File: src/hdl/pst_pkg.sv
`default_nettype none
package pst_pkg;

    localparam int REQ_W  = 3;
    localparam int PRIO_W = 6;
    localparam int ID_W   = 4;
    localparam int ERR_W  = 2;

    localparam logic [REQ_W-1:0] REQ_START    = 3'd0;
    localparam logic [REQ_W-1:0] REQ_CREATE   = 3'd1;
    localparam logic [REQ_W-1:0] REQ_RESCHED  = 3'd2;
    localparam logic [REQ_W-1:0] REQ_CSYNC    = 3'd3;
    localparam logic [REQ_W-1:0] REQ_WAIT     = 3'd4;
    localparam logic [REQ_W-1:0] REQ_SIGNAL   = 3'd5;

    localparam logic [ERR_W-1:0] ERR_NONE     = 2'd0;
    localparam logic [ERR_W-1:0] ERR_FULL     = 2'd1;
    localparam logic [ERR_W-1:0] ERR_BAD_SYNC = 2'd2;

    localparam logic [PRIO_W-1:0] START_PRIO  = 6'h30;

    typedef logic [ID_W-1:0] t_id;

    typedef struct packed {
        logic load;
        logic exec;
        logic apply;
        logic prep;
        logic scan;
        logic commit;
        logic out_load;
    } t_dp_cmd;

    typedef struct packed {
        logic sync_go;
        logic resched;
        logic scan_end;
    } t_dp_status;

endpackage
`default_nettype wire

File: src/hdl/priority_thread_scheduler_top.sv
`default_nettype none
// Start, create, create-sync, an unknown request or a bad sync id pass from decode to done;
// reschedule adds the prep, scan and commit states, and wait and signal also an apply state.
// The scan reads one thread priority a cycle from the priority memory port.
// One request in flight; the next is taken once the result is posted and the controller is idle.
// Reset (synchronous, active low) clears thread and sync counts, the current
// thread and the cpu-wait flag at once; a waiter mask is cleared when allocated.
module priority_thread_scheduler_top
    import pst_pkg::*;
#(
    parameter int MAX_THREADS      = 16,
    parameter int MAX_SYNC_OBJECTS = 16
)
(
    input  wire logic        i_clk,
    input  wire logic        i_rst_n,
    input  wire logic        i_s_axis_tvalid,
    output logic             o_s_axis_tready,
    input  wire logic [15:0] i_s_axis_tdata,  // priority_req[5:0], sync_id[9:6]
    input  wire logic [2:0]  i_s_axis_tuser,  // req_type[2:0]
    output logic             o_m_axis_tvalid,
    input  wire logic        i_m_axis_tready,
    output logic [15:0]      o_m_axis_tdata   // ok[0], error_code[2:1], new_id[6:3],
                                              // current_thread[10:7], cpu_waiting[11]
);

    t_dp_cmd          w_cmd;
    t_dp_status       w_status;
    logic             w_ok;
    logic [ERR_W-1:0] w_err;
    logic [ID_W-1:0]  w_nid;
    logic [ID_W-1:0]  w_cur;
    logic             w_cpu_wait;

    pst_ctrl u_ctrl (
        .i_clk       (i_clk),
        .i_rst_n     (i_rst_n),
        .i_in_valid  (i_s_axis_tvalid),
        .o_in_ready  (o_s_axis_tready),
        .o_out_valid (o_m_axis_tvalid),
        .i_out_ready (i_m_axis_tready),
        .i_status    (w_status),
        .o_cmd       (w_cmd)
    );

    pst_datapath #(
        .MAX_THREADS      (MAX_THREADS),
        .MAX_SYNC_OBJECTS (MAX_SYNC_OBJECTS)
    ) u_dp (
        .i_clk            (i_clk),
        .i_rst_n          (i_rst_n),
        .i_cmd            (w_cmd),
        .o_status         (w_status),
        .i_req_type       (i_s_axis_tuser),
        .i_priority_req   (i_s_axis_tdata[5:0]),
        .i_sync_id        (i_s_axis_tdata[9:6]),
        .o_ok             (w_ok),
        .o_error_code     (w_err),
        .o_new_id         (w_nid),
        .o_current_thread (w_cur),
        .o_cpu_waiting    (w_cpu_wait)
    );

    assign o_m_axis_tdata = {4'b0000, w_cpu_wait, w_cur, w_nid, w_err, w_ok};

endmodule
`default_nettype wire

File: src/hdl/pst_ctrl.sv
`default_nettype none
module pst_ctrl
    import pst_pkg::*;
(
    input  wire logic       i_clk,
    input  wire logic       i_rst_n,
    input  wire logic       i_in_valid,
    output logic            o_in_ready,
    output logic            o_out_valid,
    input  wire logic       i_out_ready,
    input  wire t_dp_status i_status,
    output t_dp_cmd         o_cmd
);

    typedef enum logic [6:0] {
        S_IDLE   = 7'b0000001,
        S_DECODE = 7'b0000010,
        S_APPLY  = 7'b0000100,
        S_PREP   = 7'b0001000,
        S_SCAN   = 7'b0010000,
        S_COMMIT = 7'b0100000,
        S_DONE   = 7'b1000000
    } t_state;

    t_state r_state, n_state;
    logic   r_out_valid, n_out_valid;
    logic   w_out_free;

    assign w_out_free  = !r_out_valid || i_out_ready;
    assign o_in_ready  = (r_state == S_IDLE);
    assign o_out_valid = r_out_valid;

    always_comb begin
        n_state     = r_state;
        n_out_valid = r_out_valid && !i_out_ready;
        o_cmd       = '0;
        unique case (r_state)
            S_IDLE: begin
                if (i_in_valid) begin
                    o_cmd.load = 1'b1;
                    n_state    = S_DECODE;
                end
            end
            S_DECODE: begin
                o_cmd.exec = 1'b1;
                if (i_status.sync_go) begin
                    n_state = S_APPLY;
                end else if (i_status.resched) begin
                    n_state = S_PREP;
                end else begin
                    n_state = S_DONE;
                end
            end
            S_APPLY: begin
                o_cmd.apply = 1'b1;
                n_state     = S_PREP;
            end
            S_PREP: begin
                o_cmd.prep = 1'b1;
                n_state    = S_SCAN;
            end
            S_SCAN: begin
                o_cmd.scan = 1'b1;
                if (i_status.scan_end) begin
                    n_state = S_COMMIT;
                end
            end
            S_COMMIT: begin
                o_cmd.commit = 1'b1;
                n_state      = S_DONE;
            end
            S_DONE: begin
                if (w_out_free) begin
                    o_cmd.out_load = 1'b1;
                    n_out_valid    = 1'b1;
                    n_state        = S_IDLE;
                end
            end
            default: begin
                n_state = S_IDLE;
            end
        endcase
    end

    always_ff @(posedge i_clk) begin
        if (!i_rst_n) begin
            r_state     <= S_IDLE;
            r_out_valid <= 1'b0;
        end else begin
            r_state     <= n_state;
            r_out_valid <= n_out_valid;
        end
    end

endmodule
`default_nettype wire

File: src/hdl/pst_datapath.sv
`default_nettype none
module pst_datapath
    import pst_pkg::*;
#(
    parameter int MAX_THREADS      = 16,
    parameter int MAX_SYNC_OBJECTS = 16
)
(
    input  wire logic              i_clk,
    input  wire logic              i_rst_n,
    input  wire t_dp_cmd           i_cmd,
    output t_dp_status             o_status,
    input  wire logic [REQ_W-1:0]  i_req_type,
    input  wire logic [PRIO_W-1:0] i_priority_req,
    input  wire logic [ID_W-1:0]   i_sync_id,
    output logic                   o_ok,
    output logic [ERR_W-1:0]       o_error_code,
    output logic [ID_W-1:0]        o_new_id,
    output logic [ID_W-1:0]        o_current_thread,
    output logic                   o_cpu_waiting
);

    localparam int TW  = $clog2(MAX_THREADS);
    localparam int TCW = $clog2(MAX_THREADS + 1);
    localparam int SW  = (MAX_SYNC_OBJECTS > 1) ? $clog2(MAX_SYNC_OBJECTS) : 1;
    localparam int SCW = $clog2(MAX_SYNC_OBJECTS + 1);
    localparam int CW  = (SCW > ID_W) ? SCW : ID_W;

    logic [PRIO_W-1:0]      mem_prio [MAX_THREADS];
    logic [MAX_THREADS-1:0] mem_mask [MAX_SYNC_OBJECTS];

    logic [REQ_W-1:0]       r_req;
    logic [PRIO_W-1:0]      r_prio;
    logic [ID_W-1:0]        r_sid;
    logic [TCW-1:0]         r_tcount;
    logic [SCW-1:0]         r_scount;
    logic [TW-1:0]          r_cur;
    logic                   r_cpu_wait;
    logic [MAX_THREADS-1:0] r_rdy;
    logic [MAX_THREADS-1:0] r_run;
    logic [MAX_THREADS-1:0] r_mask_rd;
    logic [PRIO_W-1:0]      r_prio_rd;
    logic [TCW-1:0]         r_idx;
    logic [TW-1:0]          r_vidx;
    logic                   r_vld;
    logic [TW-1:0]          r_best;
    logic [PRIO_W-1:0]      r_max;
    logic                   r_found;
    logic                   r_ok;
    logic [ERR_W-1:0]       r_err;
    logic [ID_W-1:0]        r_nid;

    logic                   w_tfull;
    logic                   w_sfull;
    logic                   w_sid_ok;
    logic                   w_is_thr;
    logic                   w_is_wait;
    logic                   w_is_sig;
    logic [TW-1:0]          w_tid;
    logic [SW-1:0]          w_saddr;
    logic                   w_mwe;
    logic [SW-1:0]          w_maddr;
    logic [MAX_THREADS-1:0] w_mdata;
    logic [MAX_THREADS-1:0] w_cur_bit;
    logic                   w_take;

    assign w_tfull   = (r_tcount == TCW'(MAX_THREADS));
    assign w_sfull   = (r_scount == SCW'(MAX_SYNC_OBJECTS));
    assign w_sid_ok  = (CW'(r_sid) < CW'(r_scount));
    assign w_is_thr  = (r_req == REQ_START) || (r_req == REQ_CREATE);
    assign w_is_wait = (r_req == REQ_WAIT);
    assign w_is_sig  = (r_req == REQ_SIGNAL);
    assign w_tid     = r_tcount[TW-1:0];
    assign w_saddr   = SW'(r_sid);
    assign w_cur_bit = {{(MAX_THREADS-1){1'b0}}, 1'b1} << r_cur;
    assign w_take    = r_vld && r_rdy[r_vidx] && (r_prio_rd >= r_max);

    assign o_status.sync_go  = (w_is_wait || w_is_sig) && w_sid_ok;
    assign o_status.resched  = (r_req == REQ_RESCHED);
    assign o_status.scan_end = (r_idx >= r_tcount);

    always_comb begin
        w_mwe   = 1'b0;
        w_maddr = w_saddr;
        w_mdata = '0;
        if (i_cmd.exec && (r_req == REQ_CSYNC) && !w_sfull) begin
            w_mwe   = 1'b1;
            w_maddr = SW'(r_scount);
        end else if (i_cmd.apply) begin
            w_mwe   = 1'b1;
            w_mdata = w_is_wait ? (r_mask_rd | w_cur_bit) : '0;
        end
    end

    always_ff @(posedge i_clk) begin
        if (w_mwe) begin
            mem_mask[w_maddr] <= w_mdata;
        end
        r_mask_rd <= mem_mask[w_saddr];
    end

    always_ff @(posedge i_clk) begin
        if (i_cmd.exec && w_is_thr && !w_tfull) begin
            mem_prio[w_tid] <= (r_req == REQ_START) ? START_PRIO : r_prio;
        end
        r_prio_rd <= mem_prio[r_idx[TW-1:0]];
        r_vidx    <= r_idx[TW-1:0];
    end

    always_ff @(posedge i_clk) begin
        if (i_cmd.exec && w_is_thr && !w_tfull) begin
            r_rdy[w_tid] <= (r_req != REQ_START);
            r_run[w_tid] <= (r_req == REQ_START);
        end else if (i_cmd.apply) begin
            if (w_is_wait) begin
                r_rdy[r_cur] <= 1'b0;
                r_run[r_cur] <= 1'b0;
            end else begin
                r_rdy <= r_rdy | r_mask_rd;
                r_run <= r_run & ~r_mask_rd;
            end
        end else if (i_cmd.prep) begin
            if (r_run[r_cur]) begin
                r_rdy[r_cur] <= 1'b1;
                r_run[r_cur] <= 1'b0;
            end
        end else if (i_cmd.commit && r_found) begin
            r_rdy[r_best] <= 1'b0;
            r_run[r_best] <= 1'b1;
        end
    end

    always_ff @(posedge i_clk) begin
        if (i_cmd.load) begin
            r_req  <= i_req_type;
            r_prio <= i_priority_req;
            r_sid  <= i_sync_id;
        end
        if (i_cmd.prep) begin
            r_found <= 1'b0;
            r_max   <= '0;
            r_best  <= '0;
        end else if (w_take) begin
            r_found <= 1'b1;
            r_max   <= r_prio_rd;
            r_best  <= r_vidx;
        end
    end

    always_ff @(posedge i_clk) begin
        if (i_cmd.load) begin
            r_ok  <= 1'b0;
            r_err <= ERR_NONE;
            r_nid <= '0;
        end else if (i_cmd.exec) begin
            case (r_req)
                REQ_START, REQ_CREATE: begin
                    r_ok  <= !w_tfull;
                    r_err <= w_tfull ? ERR_FULL : ERR_NONE;
                    r_nid <= w_tfull ? t_id'(0) : t_id'(w_tid);
                end
                REQ_CSYNC: begin
                    r_ok  <= !w_sfull;
                    r_err <= w_sfull ? ERR_FULL : ERR_NONE;
                    r_nid <= w_sfull ? t_id'(0) : t_id'(r_scount);
                end
                REQ_WAIT, REQ_SIGNAL: begin
                    r_err <= w_sid_ok ? ERR_NONE : ERR_BAD_SYNC;
                end
                default: begin
                    r_ok <= 1'b0;
                end
            endcase
        end else if (i_cmd.commit) begin
            r_ok <= r_found;
        end
    end

    always_ff @(posedge i_clk) begin
        if (!i_rst_n) begin
            r_tcount   <= '0;
            r_scount   <= '0;
            r_cur      <= '0;
            r_cpu_wait <= 1'b0;
            r_idx      <= '0;
            r_vld      <= 1'b0;
        end else begin
            r_vld <= i_cmd.scan && (r_idx < r_tcount);
            if (i_cmd.prep) begin
                r_idx <= '0;
            end else if (i_cmd.scan && (r_idx < r_tcount)) begin
                r_idx <= r_idx + TCW'(1);
            end
            if (i_cmd.exec && w_is_thr && !w_tfull) begin
                r_tcount <= r_tcount + TCW'(1);
                if (r_req == REQ_START) begin
                    r_cur <= w_tid;
                end
            end
            if (i_cmd.exec && (r_req == REQ_CSYNC) && !w_sfull) begin
                r_scount <= r_scount + SCW'(1);
            end
            if (i_cmd.commit) begin
                r_cpu_wait <= !r_found;
                if (r_found) begin
                    r_cur <= r_best;
                end
            end
        end
    end

    always_ff @(posedge i_clk) begin
        if (i_cmd.out_load) begin
            o_ok             <= r_ok;
            o_error_code     <= r_err;
            o_new_id         <= r_nid;
            o_current_thread <= t_id'(r_cur);
            o_cpu_waiting    <= r_cpu_wait;
        end
    end

endmodule
`default_nettype wire
File: config.mk
export PLATFORM = sky130hd
export DESIGN_NAME = priority_thread_scheduler_top
export DESIGN_NICKNAME = d
export VERILOG_FILES = /design/src/hdl/pst_pkg.sv /design/src/hdl/priority_thread_scheduler_top.sv /design/src/hdl/pst_ctrl.sv /design/src/hdl/pst_datapath.sv
export SDC_FILE = /design/constraint.sdc
export NUM_CORES = 1
export LEC_CHECK = 0
export BUFFER_PORTS_ARGS = -buffer_cell sky130_fd_sc_hd__buf_2
export CAP_MARGIN = 20
export CORE_MARGIN = 5
export CORE_UTILIZATION = 60
export CTS_BUF_LIST = sky130_fd_sc_hd__clkbuf_16
export DETAILED_ROUTE_END_ITERATION = 8
export GPL_ROUTABILITY_DRIVEN = 0
export PLACE_DENSITY = 0.83
export SYNTH_ARGS = -nofsm -noshare
export SYNTH_HDL_FRONTEND = slang
export SYNTH_SLANG_ARGS = --single-unit
File: constraint.sdc
create_clock -name i_clk -period 4 [get_ports i_clk]
set_clock_uncertainty 0.1 [all_clocks]
set_input_delay 0.8 -clock i_clk [delete_from_list [all_inputs] [get_ports i_clk]]
set_output_delay 0.8 -clock i_clk [all_outputs]
set_load 0.05 [all_outputs]
==> results.txt, run 1 <==
The worst supply voltage drop on vdd came out at 536 µV. The non-filler instance count after layout is 1,786. Setup violations remaining at the end of the flow were counted as 0.

The final reports fail on DRC. The count of antenna diodes in the layout is 0. The final routed wirelength across all metal layers came out at 46.3 mm.

The total overflow left after global routing is 0. The I/O pin count is 41. The final-report hold violation count was 0. Counting every instance in the synthesized netlist gives 1,261. The reg-to-reg setup timing slack is 0.50 ns.

Setup repair after global routing left no endpoint under its margin. Along the worst path, the maximum fanout reaches 16. The overall die height came out at 193 µm. The largest buffer count on any clock path is 3. For this design the ratio of total power to cell area is 452 nW/µm². The run finished, with violations left. The synthesized design contains 409 enable-type register cells. The number of DRC markers in iteration 0 is 1,960. The worst register-to-register path begins at u_dp.r_req[0]$_DFFE_PP_. The post-cts hold buffer count is 0. The core box area is 33,300 µm². The maximum number of pins on one net before global-route repair is 50. The wire length of the first global-routing pass came out at 70.5 mm. The synthesis warning total came out at 0. The endpoint identified for the worst register-to-register timing path is u_dp.mem_mask[1][5]$_DFFE_PP_. The layout overhead on the synthesized area came out at 11.5%. The nature of the critical path endpoint is a flip-flop. The number of global-route vias before repair is 11,700. For the finished layout, the period the worst path requires is 3.50 ns. Among all flip-flop cells after synthesis, the most frequent one is sky130_fd_sc_hd__edfxtp_1. The initial antenna violation count came out at 0. Cells with a size suffix above 1 make up 20.8% of the layout. The number of DRC violations after detailed routing is 2. The die is 193 µm wide.

The mean area per synthesized cell is 15.9 µm². The number of unique standard cell types used by synthesis came out at 69. For this design the static power due to leakage is 6.77 nW. The share of the clock period used by the worst path after layout came out at 87.5%. Once detail routing completed, the nets flagged for antenna violations numbered 0.

The H-tree level count is 2. The number of nets in the layout came out at 1,344. STA puts the critical path data arrival time at 3.56 ns. The critical path in this run is classified as reg -> reg. Detailed placement finished with a half-perimeter wire length of 27.9 mm.

The average wire per standard cell came out at 25.9 µm. The number of buffers inserted by port buffering came out at 30. After synthesis the netlist holds a flip-flop and latch count of 482.

The headroom to the max-slew limit is 26.2%. The first TritonRoute pass finished after 9 iterations. Sequential cells were found to cover 68.3% of the synthesized design area. The critical path data required time is 4.06 ns. The number of instances resized during post-cts repair came out at 0. The placed instance count is 1,696. For the pin with the worst max-slew slack, the measured transition is 1.11 ns. The async set-reset flop share out of synthesis is 0%.

The total number of clock tree sinks came out at 482. The clock buffer count from CTS is 46. The post-synthesis cell area came out at 20,100 µm².

The mean number of vias per cell came out at 6.63. Clock-pin slew was measured on the worst setup and hold paths at 0.06 ns. The tightest min-delay check is of the in -> reg type. The final-report max-slew violation count came to 0. The cell at the root of the clock tree is sky130_fd_sc_hd__clkbuf_16. Clock latency on the worst-skew pair, taken at its later pin, is 0.58 ns. The sum of negative setup slack came out at 0 ns.

The floorplan step defined a die boundary enclosing 37,300 µm². For this block, the via count after detailed routing is 11,800. Tracing the worst setup path back leads to its startpoint at u_dp.r_req[0]$_DFFE_PP_.

The post-CTS setup buffer count is 0. The most common cell after layout, fill and taps aside is sky130_fd_sc_hd__edfxtp_1. Counting cells, the worst reg-to-reg path comes to 4.

The global-route total usage across every layer is 25.3%. The number of max-cap violations is 0. After floorplanning, the core was divided into 67 placement rows. Once the floorplan was initialized, standard cells occupied 60.4% of the core. The worst setup path is launched from a flip-flop. In this run the worst setup path terminates at u_dp.mem_mask[1][5]$_DFFE_PP_.

The CTS tree is done. The maximum clock frequency is 286 MHz. The top cell types in the final layout, fill and taps aside, are sky130_fd_sc_hd__edfxtp_1 (409), sky130_fd_sc_hd__mux4_2 (117), sky130_fd_sc_hd__nor2_1 (97), sky130_fd_sc_hd__nand2_1 (92), sky130_fd_sc_hd__dfxtp_1 (72). Summing internal, switching and leakage power gives 10.1 mW.
[state kept, by name (all words and copies together) (netlist names), 2 cells and up]
register and cells:
u_dp.r_err 2, u_dp.r_prio_rd 6, u_dp.r_req 3, u_dp.r_tcount 5
u_dp.r_vidx 4, u_dp.r_cur 4, u_dp.r_rdy 16, u_dp.r_idx 5
u_dp.r_best 4, u_ctrl.r_state 7, u_dp.r_run 16, u_dp.r_prio 6
u_dp.r_sid 4, u_dp.mem_prio 96, u_dp.r_scount 5, u_dp.r_nid 4
u_dp.o_error_code 2, u_dp.r_max 6, u_dp.o_current_thread 4, u_dp.mem_mask 256
u_dp.r_mask_rd 16, u_dp.o_new_id 4
[layout make-up]
type	instances	area (µm²)
sequential	482	13700
fill	2130	10900
multi-input combinational	673	5950
clock buffer	47	1180
tap	448	561
timing repair buffer	65	477
clock inverter	39	398
inverter	32	120
[per-stage QoR]
step | setup WS, ns | util (%) | cell area [µm²] | hold slack [ns]
after global placement | 0.790 | 62.4 | 20800 | 0.314
final | 0.499 | 67.4 | 22400 | 0.299
after floorplan | 1.16 | - | 20100 | 0.254
after CTS | 0.558 | 67.1 | 22300 | 0.272
after global routing | 0.286 | 67.4 | 22400 | 0.285
after detailed placement | 0.644 | 62.4 | 20800 | 0.318
[cells by family (layout without fill, tap and decap cells)]
family                     count (synthesis)  in the layout  share of synthesized area [%]
buffers and inverters                    109            183                           2.30
other                                      1              4                         0.0186
AOI/OAI and AO/OA                        173            173                           5.87
adders and majority gates                 21             21                           1.31
and+or+nand+nor                          338            338                           7.98
xor gates and xnor gates                  14             14                          0.610
DFF                                      482            482                           68.3
muxes                                    123            123                           13.6
[layer usage]
metal	vias up	share of wire (%)	GRT usage, %
met5	-	0	0
met4	0	3.8	8.77
met3	154	9.7	4.00
met2	791	49	42.2
met1	5892	37	34.6
li1	5008	-	-
[synth_stat cells (10+ instances only)]
cell type                  instances  area, µm²
sky130_fd_sc_hd__ha_1             21        263
sky130_fd_sc_hd__mux4_2          117       2640
sky130_fd_sc_hd__o211ai_1         11       82.6
sky130_fd_sc_hd__nor2_1          105        394
sky130_fd_sc_hd__buf_2            13       65.1
sky130_fd_sc_hd__a21oi_1          48        240
sky130_fd_sc_hd__nor3_1           21        105
sky130_fd_sc_hd__dfxtp_1          73       1460
sky130_fd_sc_hd__nand2_1          92        345
sky130_fd_sc_hd__nand4_1          14       87.6
sky130_fd_sc_hd__nand3_1          32        160
sky130_fd_sc_hd__xnor2_1          10       87.6
sky130_fd_sc_hd__edfxtp_1        409      12300
sky130_fd_sc_hd__inv_1            28        105
sky130_fd_sc_hd__and2_1           18        113
sky130_fd_sc_hd__o21ai_0          29        145
sky130_fd_sc_hd__nand2b_1         21        131
sky130_fd_sc_hd__clkbuf_1         47        176
sky130_fd_sc_hd__a22oi_1          15        113
[critical path, cell delays in order, from the launching register on]
cell and delay (ns):
sky130_fd_sc_hd__edfxtp_1 0.67, sky130_fd_sc_hd__nand3b_1 0.39, sky130_fd_sc_hd__nor3_2 0.63, sky130_fd_sc_hd__a32oi_1 0.39
sky130_fd_sc_hd__nor2_2 0.92
[worst min-delay path by stage]
| stage | start | endpoint | slack [ns] | depth (start not counted) |
|---|---|---|---|---|
| 2_1_floorplan | u_dp.r_idx[0]$_SDFFE_PP0P_ | u_dp.r_vidx[0]$_DFF_P_ | 0.25 | 0 |
| 3_3_place_gp | u_dp.r_nid[0]$_SDFFE_PP0P_ | u_dp.o_new_id[0]$_DFFE_PP_ | 0.31 | 0 |
| 3_5_place_dp | u_dp.r_cpu_wait$_SDFFE_PN0N_ | u_dp.o_cpu_waiting$_DFFE_PP_ | 0.32 | 0 |
| 4_1_cts | i_s_axis_tdata[8] | u_dp.r_sid[2]$_DFFE_PP_ | 0.27 | 1 |
| 5_1_grt | i_s_axis_tdata[8] | u_dp.r_sid[2]$_DFFE_PP_ | 0.28 | 1 |
| 6_report | i_s_axis_tdata[8] | u_dp.r_sid[2]$_DFFE_PP_ | 0.30 | 1 |
[report_power, final]
group | leakage (nW) | switching, mW | internal [mW]
clock network | 0.800 | 1.90 | 2.56
logic | 2.19 | 0.158 | 0.0862
registers | 3.78 | 0.0190 | 5.42
(Power assumes the default switching activity.)
==> run 2, diff against run 1 <==
==> constraint.sdc (replaced) <==
create_clock -name i_clk -period 4 [get_ports i_clk]
set_clock_uncertainty 0.1 [all_clocks]
set_input_delay 1.2 -clock i_clk [delete_from_list [all_inputs] [get_ports i_clk]]
set_output_delay 1.2 -clock i_clk [all_outputs]
set_load 0.05 [all_outputs]
==> run 2 against run 1 <==
  * The flow now finishes without violations
  * Critical path depth did not move
  * Hold slack improved by 0.032 ns
  * Cell area fell by 0.18%
  * Routed wire length rose by 2.7%
  * Setup slack got worse by 0.050 ns
  * Non-clock buffer count rose by 4
  * Total power fell by 0.82%
  * Register-to-register slack got worse by 0.03 ns
  * Sequential cell count did not move
  * Critical path type is now reg -> out
  * Critical endpoint is now o_s_axis_tready
==> results.txt, run 2 (synthesis gave the netlist of run 1 again) <==
The layout overhead on the synthesized area came out at 11.3%. The global-route total usage across every layer was 26.1% (+0.83 points). The total setup violations reported at the end of the flow is 0 (unchanged).

The H-tree level count was 2 (unchanged). The share of the clock period used by the worst path after layout came out at 88.8% (+1.3 points). The largest buffer count on any clock path came out at 3 (unchanged). The number of instances resized during post-cts repair was 0 (unchanged). Grouping stages by cell kind, the critical path spends the most delay in simple AND/OR/NAND/NOR gates. TritonCTS built the clock tree.

The static leakage came out at 6.79 nW (+0.38%). The worst setup path is captured at an output pin. The clock network latency to the later pin of the worst-skew pair came to 0.57 ns (about the same).

The post-cts hold buffer count came out at 0 (unchanged). The number of buffers inserted by port buffering is 30 (unchanged). The measured slew at the worst slew-check pin came out at 1.14 ns (+0.0347 ns). The largest registers in the layout are u_dp.mem_mask x256, u_dp.mem_prio x96.

The final core utilization is 67.3% (-0.12 points). The headroom to the max-slew limit is 23.9% (-2.3 points). The placed instance count is 1,699 (+0.18%). The initial antenna violation count was 0 (unchanged). The flip-flop count of the largest register after layout came out at 256 (unchanged). The non-filler instance count after layout is 1,792 (+0.34%).

In this run the worst hold path is classified as reg -> reg. The cell at the root of the clock tree is sky130_fd_sc_hd__clkbuf_16. The number of nets in the layout is 1,349 (+0.37%).

In the layout the commonest cells are sky130_fd_sc_hd__edfxtp_1 (409), sky130_fd_sc_hd__mux4_2 (117), sky130_fd_sc_hd__nor2_1 (97), sky130_fd_sc_hd__nand2_1 (92), sky130_fd_sc_hd__dfxtp_1 (72). The library cell used most frequently in the layout, excluding fill and tap cells, is sky130_fd_sc_hd__edfxtp_1. The total number of clock tree sinks came to 482 (unchanged). The power density over the cells came out at 449 nW/µm² (-0.65%). The run finished with clean final reports. The final-report max-slew violation count was 0 (unchanged). The count of antenna diodes in the layout is 0 (unchanged).

The clock buffer count from CTS came to 47 (+2.2%). The biggest cell delay along the critical path was 0.55 ns (-0.37 ns). The HPWL reported at the end of detailed placement is 28.3 mm (+1.4%).

The total congestion overflow after global routing came out at 0 (unchanged). The worst setup timing slack at the placement stage was 0.651 ns (+0.00610 ns). The number of vias after detailed routing came out at 11,900 (+0.57%).

The minimum clock period came out at 3.55 ns (+0.0501 ns). The final routed wirelength across all metal layers came out at 47.5 mm (+2.7%). The post-CTS setup buffer count came out at 0 (unchanged). The register ranked first by flip-flop count is u_dp.mem_mask. The fraction of final layout cells sized beyond drive strength 1 came out at 20.6% (-0.17 points). The cell repeated most along the worst path is sky130_fd_sc_hd__or3_1. By startpoint and endpoint, the worst setup path is classified as reg -> out. The total iterations of the first detailed-routing run is 6 (-3). The data arrival time of the worst path is 2.25 ns (-1.31 ns). The critical path data required time was 2.70 ns (-1.36 ns). The number of DRC violations after detailed routing was 0 (-2). The clock transition at the register clock pins on the worst setup and hold paths after CTS was 0.06 ns (about the same). The number of global-route vias before repair is 11,800 (+0.71%). The worst supply voltage drop on vdd is 489 µV (-8.8%). The overall die height came out at 193 µm (unchanged). The I/O pin count came out at 41 (unchanged). The startpoint class of the critical path is a flip-flop. The mean number of vias per cell came out at 6.65 (+0.23%). Setup repair after global routing left no endpoint under its margin. The core box area is 33,300 µm² (unchanged).

The combined buffer and inverter count along the critical path came out at 1 (+1). The slowest stage of the critical path belongs to the cell sky130_fd_sc_hd__or3_1. The number of max-cap violations came out at 0 (unchanged). The signal on the critical path passes through or3_1, or3_1, nor2_1, buf_2. The final-report hold violation count came out at 0 (unchanged). The residual antenna-violating net count after detailed routing is 0 (unchanged). The standard-cell row count came out at 67 (unchanged). The average wire per standard cell came out at 26.5 µm (+2.4%). The maximum number of pins on one net before global-route repair came out at 35 (-30%). The horizontal extent of the die came out at 193 µm (unchanged).

The maximum fanout count along the critical path came out at 9 (-7). The wire length of the first global-routing pass was 72.0 mm (+2.1%). The number of DRC markers in iteration 0 came to 1,633 (-17%). The effective utilization at floorplan came out at 60.4% (unchanged).

The setup slack after layout is 0.449 ns (-0.0501 ns). The maximum clock frequency came out at 282 MHz (-1.4%). The area enclosed by the die boundary is 37,300 µm² (unchanged).

The sum of negative setup slack came out at 0 ns (unchanged). The total of fill cells in the finished design came out at 2,140 (+0.47%). The total power is 10.1 mW (-0.82%).
==> run 2: routing by layer <==
layer / GRT usage, % / vias to the layer above / share of wire, %
met5: 0 / - / 0
li1: - / 5025 / -
met1: 34.3 / 5853 / 35
met2: 45.1 / 860 / 51
met3: 4.56 / 174 / 10
met4: 8.47 / 0 / 3.9
==> run 2: path summary, 6_finish.rpt <==
check	start	endpoint	slack, ns	cells past startpoint
max	u_ctrl.r_state[1]$_SDFFE_PN0P_	o_s_axis_tready	0.45	4
min	u_dp.r_nid[2]$_SDFFE_PP0P_	u_dp.o_new_id[2]$_DFFE_PP_	0.33	0
max reg2reg	u_dp.r_tcount[0]$_SDFFE_PN0P_	u_dp.r_run[11]$_DFFE_PP_	0.47	7
min reg2reg	u_dp.r_nid[2]$_SDFFE_PP0P_	u_dp.o_new_id[2]$_DFFE_PP_	0.33	0
==> run 2: area by class of cell <==
class / count / area [µm²] / share of cell area [%]
multi-input combinational: 673 / 5950 / 26.6
sequential: 482 / 13700 / 61.4
inverter: 32 / 120 / 0.537
timing repair buffer: 69 / 474 / 2.12
clock buffer: 49 / 1230 / 5.48
tap: 448 / 561 / 2.50
clock inverter: 39 / 310 / 1.39
==> run 2: power breakdown <==
group	switching, mW	internal (mW)	total [mW]
sequential	0.0176	5.42	5.44
clock	1.83	2.54	4.37
combinational	0.162	0.0831	0.245
==> run 2: through the flow <==
step / hold slack [ns] / cell area [µm²]
4_1_cts: 0.332 / 22300
5_1_grt: 0.338 / 22400
2_1_floorplan: 0.254 / 20100
3_3_place_gp: 0.314 / 20800
3_5_place_dp: 0.320 / 20800
6_report: 0.332 / 22400
==> run 3, diff against run 2 <==
- CORE_UTILIZATION: 60 -> 53
- PLACE_DENSITY: 0.83 -> 0.75
==> run 3 against run 2 <==
  * Clock power up 1%
  * Cell area grew 0.92%
  * Count of clock-buffer cells in the layout fell by 1
  * First-iteration DRC count fell by 18%
  * Sequential share of layout area fell by 0.56 points
  * Register-to-register slack gained 0.27 ns
  * Global-route usage is 4.6 points lower
  * Sequential power about the same
  * Hold slack better by 0.0089 ns
  * Maximum frequency shrank 1.5%
  * Non-clock buffer count is 12 higher
  * Critical path depth stayed put
  * Largest power group unchanged
==> results.txt, run 3 (synthesis gave the netlist of run 1 again) <==
The largest buffer count on any clock path came out at 3 (unchanged). The cell at the root of the clock tree is sky130_fd_sc_hd__clkbuf_16. The area enclosed by the die boundary is 41,900 µm² (+13%). The number of DRC markers in iteration 0 came out at 1,342 (-18%). The tightest min-delay check is of the reg -> reg type. The fraction of final layout cells sized beyond drive strength 1 is 21.8% (+1.2 points). The number of vias after detailed routing is 11,600 (-2.7%). STA classifies the critical path endpoint as an output pin. The maximum number of pins on one net before global-route repair was 69 (+97%). The static leakage came out at 6.86 nW (+0.98%). The horizontal extent of the die is 205 µm (+6.1%).

The clock transition at the register clock pins on the worst setup and hold paths after CTS was 0.06 ns (about the same). The combined buffer and inverter count along the critical path was 1 (unchanged). The critical path goes through or3_1, or3_1, nor2_1, buf_2.

The layout overhead on the synthesized area is 12.3%. The final-report max-slew violation count was 0 (unchanged). The global-route total usage across every layer came out at 21.5% (-4.6 points).

The met2 routing resource usage after global routing is 36.4% (-8.7 points). The setup path with the least slack is of type reg -> out. The total setup violations reported at the end of the flow came out at 0 (unchanged).

The overall die height was 205 µm (+6.1%). The cell that appears most often on the critical path is sky130_fd_sc_hd__or3_1. The worst hold path stage count came out at 0 (unchanged).

The share of the clock period used by the worst path after layout is 90.1% (+1.3 points). The met1 capacity usage during global routing is 29.1% (-5.2 points). On the critical path the largest part of the delay comes from simple AND/OR/NAND/NOR gates.

The core box area came to 37,600 µm² (+13%). The HPWL reported at the end of detailed placement is 27.7 mm (-2.1%). The non-filler instance count after layout is 1,868 (+4.2%). The library cell used most frequently in the layout, excluding fill and tap cells, is sky130_fd_sc_hd__edfxtp_1. Setup repair after global routing left no endpoint under its margin. The power density over the cells is 447 nW/µm² (-0.47%). The critical path depth in cells is 4 (unchanged). The number of instances resized during post-cts repair is 0 (unchanged). The effective utilization at floorplan is 53.5% (-6.9 points).

The H-tree level count is 2 (unchanged). The top cell types in the final layout, fill and taps aside, are sky130_fd_sc_hd__edfxtp_1 (409), sky130_fd_sc_hd__mux4_2 (117), sky130_fd_sc_hd__nand2_1 (92), sky130_fd_sc_hd__nor2_1 (89), sky130_fd_sc_hd__dfxtp_1 (72). The critical path data required time is 2.70 ns (about the same). The I/O pin count came out at 41 (unchanged). The worst setup path is launched from a flip-flop. TritonCTS built the clock tree. The number of buffers inserted by port buffering is 30 (unchanged). The worst supply voltage drop on vdd came to 379 µV (-23%).

The residual antenna-violating net count after detailed routing came to 0 (unchanged). The number of cells on the worst reg-to-reg path is 9 (+2). The fraction of met3 tracks used by global routing came out at 3.85% (-0.71 points). The count of antenna diodes in the layout was 0 (unchanged).

In the final layout, the registers with the most flip-flops are u_dp.mem_mask x256, u_dp.mem_prio x96. The data arrival time of the worst path came out at 2.30 ns (+0.05 ns). The number of DRC violations after detailed routing came to 0 (unchanged). The mean number of vias per cell came out at 6.21 (-6.7%). The post-CTS setup buffer count is 0 (unchanged). The headroom to the max-slew limit is 25.8% (+1.9 points). The cell with the largest stage delay on the worst path is sky130_fd_sc_hd__or3_1.

The total congestion overflow after global routing is 0 (unchanged). The clock network latency to the later pin of the worst-skew pair is 0.58 ns (about the same). The wire length of the first global-routing pass is 68.2 mm (-5.3%). The sum of negative setup slack came to 0 ns (unchanged). The maximum fanout count along the critical path came out at 9 (unchanged).

The initial antenna violation count came out at 0 (unchanged). The placed instance count is 1,779 (+4.7%). The average wire per standard cell is 24.0 µm (-9.5%). The clock buffer count from CTS came out at 48 (+2.1%).

The number of global-route vias before repair came out at 11,400 (-3.6%). The flip-flop count of the largest register after layout came out at 256 (unchanged). The total number of clock tree sinks came to 482 (unchanged). u_dp.mem_mask holds more flip-flops than any other register. The biggest cell delay along the critical path came out at 0.56 ns (about the same). The final routed wirelength across all metal layers was 44.9 mm (-5.6%). The flow ran to the end, and the final reports show no timing, DRC or antenna violations. The maximum clock frequency is 278 MHz (-1.5%). The total iterations of the first detailed-routing run came out at 5 (-1). The final-report hold violation count came out at 0 (unchanged). The standard-cell row count came out at 71 (+6.0%). The number of max-cap violations is 0 (unchanged).

The number of nets in the layout is 1,362 (+0.96%). The measured slew at the worst slew-check pin is 1.11 ns (-0.0320 ns). The most crowded layer after global routing is met2. The minimum clock period was 3.60 ns (+0.0525 ns). The post-cts hold buffer count came to 0 (unchanged).
## run 3: changes by cell type in the layout (fill, tap and decap cells not counted), sizes merged
cell and change:
buf +12, bufinv +1, clkbuf -1, inv +1
## run 3: routing by layer
layer | vias up | routed length (µm)
li1 | 5047 | -
met2 | 574 | 22500
met3 | 108 | 3560
met1 | 5862 | 17500
met5 | - | 0
met4 | 0 | 1250
## run 3: worst reg2reg max path, delay by kind of cell (launching register included)
family | cells | cell delay (ns)
simple gates | 4 | 1.13
buf+inv | 4 | 0.97
flops | 1 | 0.49
fa+ha+maj | 1 | 0.22
## run 3: through the flow
stage               utilization [%]  power, mW  hold slack (ns)  worst slack [ns]  cell area (µm²)
CTS                            60.1       10.2            0.337             0.356            22600
global placement               55.9       5.78            0.313             0.734            21000
finish                         60.1       10.1            0.341             0.397            22600
global route                   60.1       10.4            0.355             0.269            22600
detailed placement             56.0       5.79            0.321             0.773            21000
floorplan                         -       5.72            0.254             0.852            20100
## run 3: cell type report
cell class	instances	area, µm²
clock buffers	48	1200
clock inverters	41	350
fillers	2740	15000
inverters	32	120
multi-input cells	673	5970
flip-flops and latches	482	13700
well taps	511	639
repair buffers	81	566
## run 3: final timing paths
| kind | from | end | slack (ns) |
|---|---|---|---|
| worst max-delay path | u_ctrl.r_state[1]$_SDFFE_PN0P_ | o_s_axis_tready | 0.40 |
| worst min-delay path | u_dp.r_err[1]$_SDFFE_PP0P_ | u_dp.o_error_code[1]$_DFFE_PP_ | 0.34 |
| worst max register to register | u_dp.r_tcount[0]$_SDFFE_PN0P_ | u_dp.mem_prio[15][2]$_DFFE_PP_ | 0.74 |
| worst min register to register | u_dp.r_err[1]$_SDFFE_PP0P_ | u_dp.o_error_code[1]$_DFFE_PP_ | 0.34 |
## run 3: where the power goes
| part | leakage (nW) | total, mW | switching (mW) | internal, mW |
|---|---|---|---|---|
| combinational | 2.27 | 0.244 | 0.162 | 0.0819 |
| sequential | 3.78 | 5.43 | 0.0144 | 5.42 |
| clock | 0.818 | 4.42 | 1.85 | 2.57 |
| total | 6.86 | 10.1 | 2.02 | 8.07 |
